### config.mk
export PLATFORM = sky130hd
export DESIGN_NAME = tlv_extension_search
export DESIGN_NICKNAME = d
export VERILOG_FILES = /design/src/rtl/core/tes_pkg.sv /design/src/rtl/core/tlv_extension_search.sv
export SDC_FILE = /design/constraint.sdc
export NUM_CORES = 1
export LEC_CHECK = 0
export BUFFER_PORTS_ARGS = -buffer_cell sky130_fd_sc_hd__clkbuf_2
export CAP_MARGIN = 25
export CORE_MARGIN = 2
export CORE_UTILIZATION = 58
export DETAILED_ROUTE_END_ITERATION = 10
export GPL_ROUTABILITY_DRIVEN = 0
export HOLD_SLACK_MARGIN = 0.06
export PLACE_DENSITY = 0.85
export SLEW_MARGIN = 20
export SYNTH_ARGS = -nofsm -noshare
export SYNTH_HDL_FRONTEND = slang
export SYNTH_SLANG_ARGS = --single-unit
### constraint.sdc
create_clock -name clk -period 3.97 [get_ports clk]
set_input_delay 0 -clock clk [delete_from_list [all_inputs] [get_ports clk]]
set_output_delay 0 -clock clk [all_outputs]
set_load 0.01 [all_outputs]
### src/rtl/core/tes_pkg.sv
package tes_pkg;

	localparam int unsigned TYPE_W = 16;
	localparam int unsigned LEN_W  = 16;
	localparam int unsigned OCC_W  = 8;
	localparam int unsigned CFG_W  = 16;

	// Header bytes in front of every record body
	localparam logic [LEN_W-1:0] HDR_BYTES = 16'd4;

	// Configuration register indexes
	localparam logic REG_WANTED_TYPE       = 1'b0;
	localparam logic REG_WANTED_OCCURRENCE = 1'b1;

	// Result status codes
	localparam logic [1:0] STATUS_FOUND     = 2'd0;
	localparam logic [1:0] STATUS_ABSENT    = 2'd1;
	localparam logic [1:0] STATUS_MALFORMED = 2'd2;

	typedef struct packed {
		logic [7:0] region_byte;
		logic       region_last;
	} in_t;

	typedef struct packed {
		logic [1:0]       search_status;
		logic [LEN_W-1:0] match_offset;
		logic [LEN_W-1:0] match_length;
	} out_t;

endpackage

### src/rtl/core/tlv_extension_search.sv
// The result item is registered: out_valid rises in the cycle after the final region byte is taken.
// Throughput: one region byte per cycle, with no gap between regions.
// Input stalls only while a finished result waits in the output register and
// the sink holds out_ready low; the walk state is a single set of registers.
// Reset (arst_n low, asynchronous) clears the walk, both config registers and
// the output valid flag.
module tlv_extension_search #(
	parameter int unsigned OFFSET_BITS = 16
) (
	input  logic                         clk,
	input  logic                         arst_n,
	input  logic                         in_valid,
	output logic                         in_ready,
	input  tes_pkg::in_t                 in_data,
	output logic                         out_valid,
	input  logic                         out_ready,
	output tes_pkg::out_t                out_data,
	input  logic                         cfg_we,
	input  logic                         cfg_index,
	input  logic [tes_pkg::CFG_W-1:0]    cfg_wdata
);

	typedef enum logic [2:0] {
		PH_TYPE_HI = 3'd0,
		PH_TYPE_LO = 3'd1,
		PH_LEN_HI  = 3'd2,
		PH_LEN_LO  = 3'd3,
		PH_BODY    = 3'd4
	} phase_t;

	typedef enum logic [1:0] {
		OC_SEARCHING = 2'd0,
		OC_FOUND     = 2'd1,
		OC_BAD       = 2'd2
	} outcome_t;

	localparam int unsigned OCC_CNT_W = tes_pkg::OCC_W + 1;
	localparam logic [OCC_CNT_W-1:0] OCC_SAT = {1'b1, {tes_pkg::OCC_W{1'b0}}};

	// Configuration registers
	logic [tes_pkg::TYPE_W-1:0] wanted_type_q;
	logic [tes_pkg::OCC_W-1:0]  wanted_occ_q;

	// Walk state
	logic [OFFSET_BITS-1:0]     pos_q,       pos_d;
	phase_t                     phase_q,     phase_d;
	logic [tes_pkg::TYPE_W-1:0] rec_type_q,  rec_type_d;
	logic [7:0]                 len_hi_q,    len_hi_d;
	logic [tes_pkg::LEN_W-1:0]  body_rem_q,  body_rem_d;
	logic [OCC_CNT_W-1:0]       occ_cnt_q,   occ_cnt_d;
	logic [OFFSET_BITS-1:0]     cand_off_q,  cand_off_d;
	logic [tes_pkg::LEN_W-1:0]  cand_len_q,  cand_len_d;
	outcome_t                   outcome_q,   outcome_d;

	// Output register
	logic                       out_valid_q;
	tes_pkg::out_t              out_data_q;
	tes_pkg::out_t              result;
	logic [tes_pkg::LEN_W-1:0]  off16;

	logic                       in_acc;
	logic [tes_pkg::LEN_W-1:0]  cur_len;
	logic                       finish;

	// Take a byte whenever the output slot is free or being drained this cycle
	assign in_ready  = !out_valid_q || out_ready;
	assign in_acc    = in_valid && in_ready;
	assign out_valid = out_valid_q;
	assign out_data  = out_data_q;

	assign cur_len = {len_hi_q, in_data.region_byte};

	// match_offset carries the low 16 bits of the stored start offset
	generate
		if (OFFSET_BITS >= tes_pkg::LEN_W) begin : g_off_wide
			assign off16 = cand_off_q[tes_pkg::LEN_W-1:0];
		end else begin : g_off_narrow
			assign off16 = {{(tes_pkg::LEN_W - OFFSET_BITS){1'b0}}, cand_off_q};
		end
	endgenerate

	// Advance the walk by one byte
	always_comb begin
		pos_d      = pos_q;
		phase_d    = phase_q;
		rec_type_d = rec_type_q;
		len_hi_d   = len_hi_q;
		body_rem_d = body_rem_q;
		occ_cnt_d  = occ_cnt_q;
		cand_off_d = cand_off_q;
		cand_len_d = cand_len_q;
		outcome_d  = outcome_q;
		finish     = 1'b0;

		if (outcome_q == OC_SEARCHING) begin
			case (phase_q)
				PH_TYPE_HI: begin
					cand_off_d = pos_q;
					rec_type_d = {in_data.region_byte, 8'd0};
					phase_d    = PH_TYPE_LO;
				end
				PH_TYPE_LO: begin
					rec_type_d = {rec_type_q[15:8], in_data.region_byte};
					phase_d    = PH_LEN_HI;
				end
				PH_LEN_HI: begin
					len_hi_d = in_data.region_byte;
					phase_d  = PH_LEN_LO;
				end
				PH_LEN_LO: begin
					if (cur_len < tes_pkg::HDR_BYTES) begin
						// Short length: stop the walk, phase stays in the header
						outcome_d = OC_BAD;
					end else begin
						cand_len_d = cur_len;
						body_rem_d = cur_len - tes_pkg::HDR_BYTES;
						if (cur_len == tes_pkg::HDR_BYTES) begin
							finish = 1'b1;
						end else begin
							phase_d = PH_BODY;
						end
					end
				end
				PH_BODY: begin
					body_rem_d = body_rem_q - 1'b1;
					if (body_rem_q == 16'd1) begin
						finish = 1'b1;
					end
				end
				default: begin
					phase_d = PH_TYPE_HI;
				end
			endcase

			// Whole record arrived: count it or declare the match
			if (finish) begin
				phase_d = PH_TYPE_HI;
				if (rec_type_d == wanted_type_q) begin
					if (occ_cnt_q == {1'b0, wanted_occ_q}) begin
						outcome_d = OC_FOUND;
					end else if (occ_cnt_q != OCC_SAT) begin
						occ_cnt_d = occ_cnt_q + 1'b1;
					end
				end
			end
		end

		if (pos_q != {OFFSET_BITS{1'b1}}) begin
			pos_d = pos_q + 1'b1;
		end
	end

	// Result for the final byte, built from the state after that byte
	always_comb begin
		result = '0;
		if (outcome_d == OC_FOUND) begin
			result.search_status = tes_pkg::STATUS_FOUND;
			result.match_offset  = off16;
			result.match_length  = cand_len_d;
		end else if (outcome_d == OC_BAD || phase_d != PH_TYPE_HI) begin
			// Stopped on a bad length, or the region ended inside a record
			result.search_status = tes_pkg::STATUS_MALFORMED;
		end else begin
			result.search_status = tes_pkg::STATUS_ABSENT;
		end
	end

	always_ff @(posedge clk or negedge arst_n) begin
		if (!arst_n) begin
			wanted_type_q <= '0;
			wanted_occ_q  <= '0;
			pos_q         <= '0;
			phase_q       <= PH_TYPE_HI;
			rec_type_q    <= '0;
			len_hi_q      <= '0;
			body_rem_q    <= '0;
			occ_cnt_q     <= '0;
			cand_off_q    <= '0;
			cand_len_q    <= '0;
			outcome_q     <= OC_SEARCHING;
			out_valid_q   <= 1'b0;
		end else begin
			if (cfg_we) begin
				case (cfg_index)
					tes_pkg::REG_WANTED_TYPE: begin
						wanted_type_q <= cfg_wdata[tes_pkg::TYPE_W-1:0];
					end
					tes_pkg::REG_WANTED_OCCURRENCE: begin
						wanted_occ_q <= cfg_wdata[tes_pkg::OCC_W-1:0];
					end
					default: begin
						wanted_type_q <= wanted_type_q;
					end
				endcase
			end

			// Drop the held result once the sink takes it
			if (out_valid_q && out_ready) begin
				out_valid_q <= 1'b0;
			end

			if (in_acc) begin
				if (in_data.region_last) begin
					// Final byte: hand out the result and clear the walk
					out_valid_q <= 1'b1;
					pos_q       <= '0;
					phase_q     <= PH_TYPE_HI;
					rec_type_q  <= '0;
					len_hi_q    <= '0;
					body_rem_q  <= '0;
					occ_cnt_q   <= '0;
					cand_off_q  <= '0;
					cand_len_q  <= '0;
					outcome_q   <= OC_SEARCHING;
				end else begin
					pos_q      <= pos_d;
					phase_q    <= phase_d;
					rec_type_q <= rec_type_d;
					len_hi_q   <= len_hi_d;
					body_rem_q <= body_rem_d;
					occ_cnt_q  <= occ_cnt_d;
					cand_off_q <= cand_off_d;
					cand_len_q <= cand_len_d;
					outcome_q  <= outcome_d;
				end
			end
		end
	end

	// Result payload register
	always_ff @(posedge clk) begin
		if (in_acc && in_data.region_last) begin
			out_data_q <= result;
		end
	end

	// A found record always has a legal declared length
	a_found_len: assert property (@(posedge clk) disable iff (!arst_n)
		out_valid && out_data.search_status == tes_pkg::STATUS_FOUND
		|-> out_data.match_length >= tes_pkg::HDR_BYTES)
		else $error("found result with length below header size");

	// Offset and length are zero unless a record was found
	a_miss_zero: assert property (@(posedge clk) disable iff (!arst_n)
		out_valid && out_data.search_status != tes_pkg::STATUS_FOUND
		|-> out_data.match_offset == '0 && out_data.match_length == '0)
		else $error("non-found result carries offset or length");

	// Inside a body at least one byte is still owed
	a_body_rem: assert property (@(posedge clk) disable iff (!arst_n)
		phase_q == PH_BODY |-> body_rem_q != '0)
		else $error("body phase with no bytes remaining");

	// The occurrence counter never passes its saturation value
	a_occ_sat: assert property (@(posedge clk) disable iff (!arst_n)
		occ_cnt_q[tes_pkg::OCC_W] |-> occ_cnt_q[tes_pkg::OCC_W-1:0] == '0)
		else $error("occurrence counter beyond saturation");

endmodule

==> results.txt, run 1 <==
- In this run, post-CTS hold repair placed 21 buffers.
* Latest clock arrival within the worst-skew pair: 0.43 ns
- Entering global routing, the biggest net connects 77 pins.
- R2R Setup Slk: 0.71 ns
- Areal power density over the cells: 471 nW/um^2
- In this run the vertical extent of the chip is between 100 and 150 microns.
- Post-route clock skew: 0.0123 ns
- Number of sinks on the clock net: 161
- Class of the tightest hold or removal check: in -> reg
- Max Freq: 0.306 GHz
* Count of endpoints failing hold in the final timing report: 0
* Proportion of netlist area held by the largest area contributor: 37.7%
* Cell breakdown of the critical path: nor3_1 -> a2111oi_0 -> o22ai_1 -> or4_1 -> o221ai_1 -> o311ai_0
- Synthesis instantiated 67 different standard cells from the library.
- Starting density of the core: 58.7%
- After layout, the worst setup slack is 0.705 ns.
- Fill cells in the final layout number 1,049.
- The number of nets handed over by synthesis was 840.
* Comb power frac: about 22%
- Detail-routed net length per standard cell: slightly below 20 microns
- Full die area: 15,500 sq um
* Share of layout cells above drive strength 1: 18.5%
- Dividing the final minimum period by the clock period gives 82.2%.
- Congestion Overflow GR: 0
- For this run, the detailed router's first-pass iteration total came to 5.
- CTS max path bufs: 2
- Vias in the first global route: 6,795
- The critical path is of the reg -> reg type.
* Most common cell after layout, fill and taps aside: dfrtp_1
- OpenSTA, run right after detailed placement, puts the worst setup slack at 0.859 ns.
* Aggregate global-route resource usage: 28.5%
- DRC Markers: 0
* Register share of total power: between 40% and 50%
- Clock transition time at the flip-flop clock pins of the worst setup and hold paths: approximately 0.060 ns
* Slowest cell delay on critical path: 0.80 ns
- Post-synthesis area per instance: 10.5 sq um
- Dividing the detail-routed via count by the number of cells gives 6.51.
* Top cells by area in the synthesized netlist: dfrtp_1 (38%), edfxtp_1 (12%), a22o_1 (7.1%)
- Time the worst path needs with I/O delays and setup: 3.26 ns
- At the worst endpoint, the arrival time is 3.41 ns.
* Kind of start point of the critical path: flip-flop
- The worst pin sits at a relative slew slack of between 30% and 40%.
- Across the VDD grid, the largest voltage drop is 307 uV.
- TritonCTS clock tree: done
- #FFs+latches synth: 161
- For the pin with the worst max-slew slack, the measured transition is 1.02 ns.
- The sequential cells in the finished layout cover a total of 4200 sq um.
- The number of slew-limit violations in the final report was 0.
- Number of maximum-capacitance violations: 0
* Number of placed I/O pins: 67
- Once detailed placement completed, the half-perimeter wirelength came to 13,900 microns.
- The first global-routing pass estimated ~35,000 microns of wire.
- Across all hold checks on the routed design, the worst slack comes to 0.106 ns.
- Critical Path End Type: flip-flop
- Net count reported at finish: approximately 910
- Once the clock tree was built, the setup fixing pass inserted 0 buffers.
* Cell at the root of the clock tree: clkbuf_16
* Required time worst endpoint: 4.12 ns
* Core Box Area: 14,400 sq um
- Setup repair after global routing missed its margin: no
- Share of total power in the clock network: around 35%
- In the final layout, the multi-input gates occupy 3950 sq um.
- Max H-tree Level: 4
- The initial antenna violation count is 0.
- Of all flip-flops after synthesis, the portion carrying an async set or reset was 78.9%.
- Result of the run: complete, no violations
- The Yosys step of the flow raised 0 warnings.
* Highest-count cells in the layout ignoring fill and taps: dfrtp_1 (127), a22o_1 (68), nand2_1 (65), clkbuf_2 (65), nor2_1 (45)
- In this run, post-CTS repair resized a total of 0 instances.
- Pleak: slightly above 4 nW
* Part of the Yosys area used for sequential elements: approximately 50%
- For this design, the slowest cell found on the critical path is or4_1.
- Sum of negative setup slack: 0 ns
* Antenna diode count: 0
- Sw Ratio: 30.4%
- Synthesized area: 8430 sq um
* Port Buffers: 66
- Post-Syn Instances: 802
- Total internal power: 3.20 mW
* Most used flip-flop cell after synthesis: dfrtp_1
- Setup violations remaining at the end of the flow were counted as 0.
- In this run the worst path has a maximum fanout of 22.
* Aggregate routed wire length: 21,300 microns
- Yosys mapped a number of flops with a built-in enable equal to 34.
* Number of buffers added by the clock tree synthesis step: 17
* Number of design-rule violations left by the first detailed-router iteration: 739
* Cell type contributing the most total cell area after synthesis: dfrtp_1
- Compared with the post-synthesis result, the final layout area differs by 15.6%.
* Vias: 6,973
* Number of cell rows: 44
* Die Wd: 125 microns
* Switching component of the power: 1.39 mW
* Number of routed nets with antenna violations: 0
[power groups by stage]
stage          Clock, mW  Combinational, mW  Sequential (mW)
5_1_grt             1.67               1.09             2.03
2_1_floorplan          0              0.739             1.96
3_5_place_dp           0              0.947             2.04
6_report            1.59              0.988             2.01
3_3_place_gp           0              0.923             2.03
4_1_cts             1.60              0.971             2.01
[critical path: cells and delay by family (launching register included)]
family          cells  cell delay (ns)
flops               1             0.75
simple gates        2             0.98
compound gates      4             1.26
[synth_stat cells (4+ instances only)]
| cell | number |
|---|---|
| a211oi_1 | 15 |
| a21o_1 | 4 |
| a21oi_1 | 28 |
| a221oi_1 | 4 |
| a22o_1 | 68 |
| and2_1 | 5 |
| and3_1 | 7 |
| buf_1 | 4 |
| buf_2 | 5 |
| clkbuf_1 | 47 |
| dfrtp_1 | 127 |
| edfxtp_1 | 34 |
| ha_1 | 7 |
| inv_1 | 10 |
| mux2_2 | 23 |
| mux2i_1 | 20 |
| nand2_1 | 65 |
| nand2b_1 | 7 |
| nand3_1 | 24 |
| nand3b_1 | 5 |
| nand4_1 | 10 |
| nor2_1 | 45 |
| nor2b_1 | 13 |
| nor3_1 | 27 |
| nor4_1 | 12 |
| nor4_2 | 5 |
| nor4bb_1 | 6 |
| o211ai_1 | 10 |
| o21a_1 | 12 |
| o21ai_0 | 27 |
| o21ai_1 | 5 |
| o221ai_1 | 7 |
| o22ai_1 | 8 |
| or2_2 | 9 |
| or3_1 | 7 |
| xnor2_1 | 18 |
| xor2_1 | 25 |
[stage by stage]
stage / utilization (%) / cells / total power [mW] / instance area, sq um
floorplan: - / 802 / 2.70 / 8430
global placement: 62.1 / 1016 / 2.95 / 8920
detailed placement: 62.1 / 1016 / 2.98 / 8920
CTS: 67.5 / 1069 / 4.58 / 9710
global route: 67.8 / 1071 / 4.80 / 9740
finish: 67.8 / 1071 / 4.59 / 9740
[flip-flops by register name (all words and copies together) (netlist names)]
register and cells:
out_data 34, body_rem_q 16, cand_len_q 16, cand_off_q 16, pos_q 16, rec_type_q 16
wanted_type_q 16, occ_cnt_q 9, len_hi_q 8, wanted_occ_q 8, phase_q 3, outcome_q 2
out_valid 1
[worst paths after layout]
path	start	cells past startpoint	to
hold reg to reg	body_rem_q[9]	1	body_rem_q[9]
setup reg to reg	phase_q[0]	6	out_data[32]
min in group asynchronous	arst_n	3	body_rem_q[6]
hold / removal	out_ready	3	out_valid
setup / recovery	phase_q[0]	6	out_data[32]
max in group asynchronous	arst_n	5	wanted_type_q[11]
[layout make-up]
class / count / area share [%]
sequential: 161 / 43.1
inverter: 12 / 0.462
timing repair buffer: 111 / 7.65
clock inverter: 6 / 0.732
clock buffer: 26 / 5.14
tap: 184 / 2.36
multi-input combinational: 571 / 40.6
[routing by layer]
layer	vias up	part of all wire, %	GRT usage, %
met3	65	9.0	7.26
met1	3383	41	38.6
met2	368	47	44.0
met5	-	0	0
met4	0	3.2	11.8
li1	3157	-	-
[logic make-up (layout without fill, tap and decap cells)]
| family | after synthesis | count (layout) | synth area share, % |
|---|---|---|---|
| AND/OR/NAND/NOR | 270 | 270 | 17.7 |
| AO/OA/AOI/OAI | 208 | 208 | 18.2 |
| flip-flops | 161 | 161 | 49.8 |
| buffers and inverters | 70 | 155 | 3.37 |
| XOR/XNOR | 43 | 43 | 4.47 |
| multiplexers | 43 | 43 | 5.45 |
| adder cells (fa/ha/maj) | 7 | 7 | 1.04 |
Power figures use the tool's default switching activity.
==> run 2, diff against run 1 <==
- CORE_UTILIZATION: 58 -> 55
- PLACE_DENSITY: 0.85 -> 0.84
- clock period: 3.97 -> 2.85 ns (I/O delays scaled with it)
==> run 2 against run 1 <==
Against the previous run:
- maximum frequency is 18% higher
- non-clock buffer count grew 27
- core utilization shrank 1.2 points
- first-iteration DRC count increased by 27%
- sequential share of layout area fell by 1.3 points
- routed wire length is 4.4% higher
- critical path depth is 2 higher
- register-to-register slack lost 0.63 ns
- critical endpoint is now occ_cnt_q[8]
- largest power group unchanged
==> results.txt, run 2 (same netlist as run 1, synthesis figures left out) <==
- Post-DP HPWL: 14,600 microns (+5.5%)
- Net count reported at finish: 939 (+3.0%)
- The wire length of the first global-routing pass came to 36,200 microns (+2.9%).
- Layout Utilization: 66.6% (-1.2 points)
- The run finished with clean final reports.
* Number of sinks on the clock net: 161 (unchanged)
- The remaining routing DRC violations came to 0 (unchanged).
- Starting density of the core: 55.9% (-2.8 points)
- Traced cell by cell, the critical path runs through buf_4 -> nor4bb_1 -> o21a_1 -> o22ai_1 -> or4_1 -> buf_4 -> nor4_4 -> mux2i_1.
- Critical Path End Type: flip-flop
- The per-cell routed wire length came to 20.1 microns (+1.4%).
- The number of slew-limit violations in the final report was 0 (unchanged).
- The internal power summed over all cells was 4.75 mW (+49%).
- The CTS clock-pin slew for the worst setup and hold paths came to 0.06 ns (about the same).
- The number of failing setup endpoints in the final timing report was 0 (unchanged).
- The delay of the slowest cell on the worst path was 0.55 ns (-0.25 ns).
- The final worst slack is 0.0763 ns (-0.629 ns).
* Number of design-rule violations left by the first detailed-router iteration: 942 (+27%)
- Areal power density over the cells: 674 nW/um^2 (+43%)
- The maximum frequency from static timing analysis is 0.361 GHz (+18%).
- The number of diodes added for antenna fixing was 0 (unchanged).
- Crit path top cell by count: buf_4
* Cell at the root of the clock tree: clkbuf_16
- The number of global-route vias before repair came to 6,828 (+0.49%).
* Kind of critical path: reg -> reg
- The total number of vias came to 7,094 (+1.7%).
- Core Box Area: 15,100 sq um (+5.0%)
- The final period demand of the worst path was 2.77 ns (-0.491 ns).
- Count of endpoints failing hold in the final timing report: 0 (unchanged)
- Full die area: 16,300 sq um (+5.3%)
* Die Y-Extent: 128 microns (+2.6%)
- Cell family with most CP delay: simple AND/OR/NAND/NOR gates
* Share of the cycle needed by the critical path after routing: 97.3% (+15 points)
- CTS max path bufs: 2 (unchanged)
- Latest clock arrival within the worst-skew pair: 0.44 ns (about the same)
- The maximum fanout count along the critical path came to 13 (-41%).
- Largest net degree at the start of global routing: 57 (-26%)
- The row count was 45 (+2.3%).
* Pleak: 4.30 nW (+3.8%)
* Setup slack after placement: 0.107 ns (-0.753 ns)
- The floorplan die width was 128 microns (+2.6%).
- Share of total power in the clock network: 35.8% (+1.2 points)
- STA classifies the critical path startpoint as a flip-flop.
- The highest ir drop seen on vdd was 491 uV (+60%).
- Pre-antenna DRT Iters: 6 (+1)
- The share of total power consumed by net switching came to 29.9% (-0.50 points).
- From synthesis to final layout, the design area changed by 19.2%.
- Number of routed nets with antenna violations: 0 (unchanged)
- Share of layout cells above drive strength 1: 21.8% (+3.3 points)
* Required time worst endpoint: 3.20 ns (-0.92 ns)
- Number of buffers added by the clock tree synthesis step: 17 (unchanged)
* Class of the tightest hold or removal check: in -> reg
* Comb power frac: 23.0% (+1.5 points)
- Number of placed I/O pins: 67 (unchanged)
* Setup repair after global routing missed its margin: yes
* Actual transition at the worst max-transition pin: 0.711 ns (-0.305 ns)
* TritonCTS clock tree: done
- The library cells used most frequently in the layout, excluding fill and tap cells, are dfrtp_1 (125), a22o_1 (68), nand2_1 (65), clkbuf_2 (65), buf_4 (49).
- The number of flip-flops under the largest register name came to 34 (unchanged).
- Among all stages on the critical path, the largest delay is contributed by or4_1.
- Most common cell after layout, fill and taps aside: dfrtp_1
- Switching component of the power: 2.02 mW (+45%)
* Slew headroom: 52.6% (+21 points)
- The total wirelength of the detailed-routed design was 22,200 microns (+4.4%).
- The share of power burned in registers is 41.2% (-2.7 points).
- The number of max-cap violations is 0 (unchanged).
- Initial antenna violation count: 0 (unchanged)
* Number of vias per cell after detailed routing: 6.44 (-1.1%)
* Worst endpoint data arrival time: 3.12 ns (-0.29 ns)
- Fin Hold WS: 0.0788 ns (-0.0269 ns)
- The clock skew came to 0.0129 ns (+0.000658 ns).
- Worst path buffer plus inverter count: 2 (+2)
- The total global routing overflow came to 0 (unchanged).
- Aggregate global-route resource usage: 28.4% (-0.031 points)
* Port Buffers: 66 (unchanged)
* Max H-tree Level: 4 (unchanged)
==> run 2: cell types whose count changed in the layout (fill, tap and decap cells not counted), sizes merged <==
cell         change
dlygate4sd3      -1
bufinv           +3
inv              -2
clkinv           +2
clkinvlp         +1
clkbuf           -4
buf             +28
==> run 2: power by group through the flow <==
stage                     sequential [mW]  combinational, mW  clock [mW]
after floorplan                      2.73               1.03           0
after global placement               2.80               1.44           0
after detailed placement             2.81               1.46           0
after CTS                            2.78               1.50        2.44
after global routing                 2.81               1.69        2.55
final                                2.79               1.56        2.42
==> run 2: area by class of cell <==
| type | instances | area (sq um) |
|---|---|---|
| flip-flops and latches | 161 | 4200 |
| clock buffers | 22 | 465 |
| inverters | 12 | 45.0 |
| clock inverters | 10 | 159 |
| well taps | 188 | 235 |
| repair buffers | 138 | 963 |
| multi-input cells | 571 | 3980 |
| fillers | 1112 | 5040 |
==> run 2: path summary, 6_finish.rpt <==
kind | slack, ns | cells after the start | from | end
min | 0.08 | 5 | cfg_index | wanted_type_q[12]
min in group asynchronous | 0.16 | 2 | arst_n | body_rem_q[1]
max in group asynchronous | 1.94 | 3 | arst_n | pos_q[12]
max reg2reg | 0.08 | 8 | phase_q[1] | occ_cnt_q[8]
max | 0.08 | 8 | phase_q[1] | occ_cnt_q[8]
min reg2reg | 0.50 | 1 | cand_len_q[7] | cand_len_q[7]
==> run 2: per-stage QoR <==
stage | cell area [sq um] | total power [mW] | std cells | setup TNS (ns)
6_report | 10000 | 6.77 | 1102 | 0
5_1_grt | 10000 | 7.05 | 1102 | -0.0307
4_1_cts | 10000 | 6.72 | 1101 | 0
3_5_place_dp | 9180 | 4.28 | 1048 | 0
3_3_place_gp | 9180 | 4.24 | 1048 | 0
2_1_floorplan | 8430 | 3.76 | 802 | 0
==> run 2: worst reg2reg max path, cell delays in order, from the launching register on <==
cell and delay [ns]:
dfrtp_2 0.48, buf_4 0.21, nor4bb_1 0.43, o21a_1 0.19
o22ai_1 0.07, or4_1 0.55, buf_4 0.23, nor4_4 0.31
mux2i_1 0.24
==> run 2: layer usage <==
metal | routed length (microns) | GRT usage, %
met2 | 10300 | 43.3
met4 | 691 | 11.4
met3 | 1980 | 7.39
met1 | 9180 | 39.2
met5 | 0 | 0
==> run 2: timing repair <==
| item | in CTS | in global routing |
|---|---|---|
| hold endpoints to repair | 87 | 0 |
| resized for setup | 0 | 7 |
| hold buffers | 21 | 0 |
| buffers inserted | 0 | 0 |
| endpoints found under the setup margin | 0 | 43 |
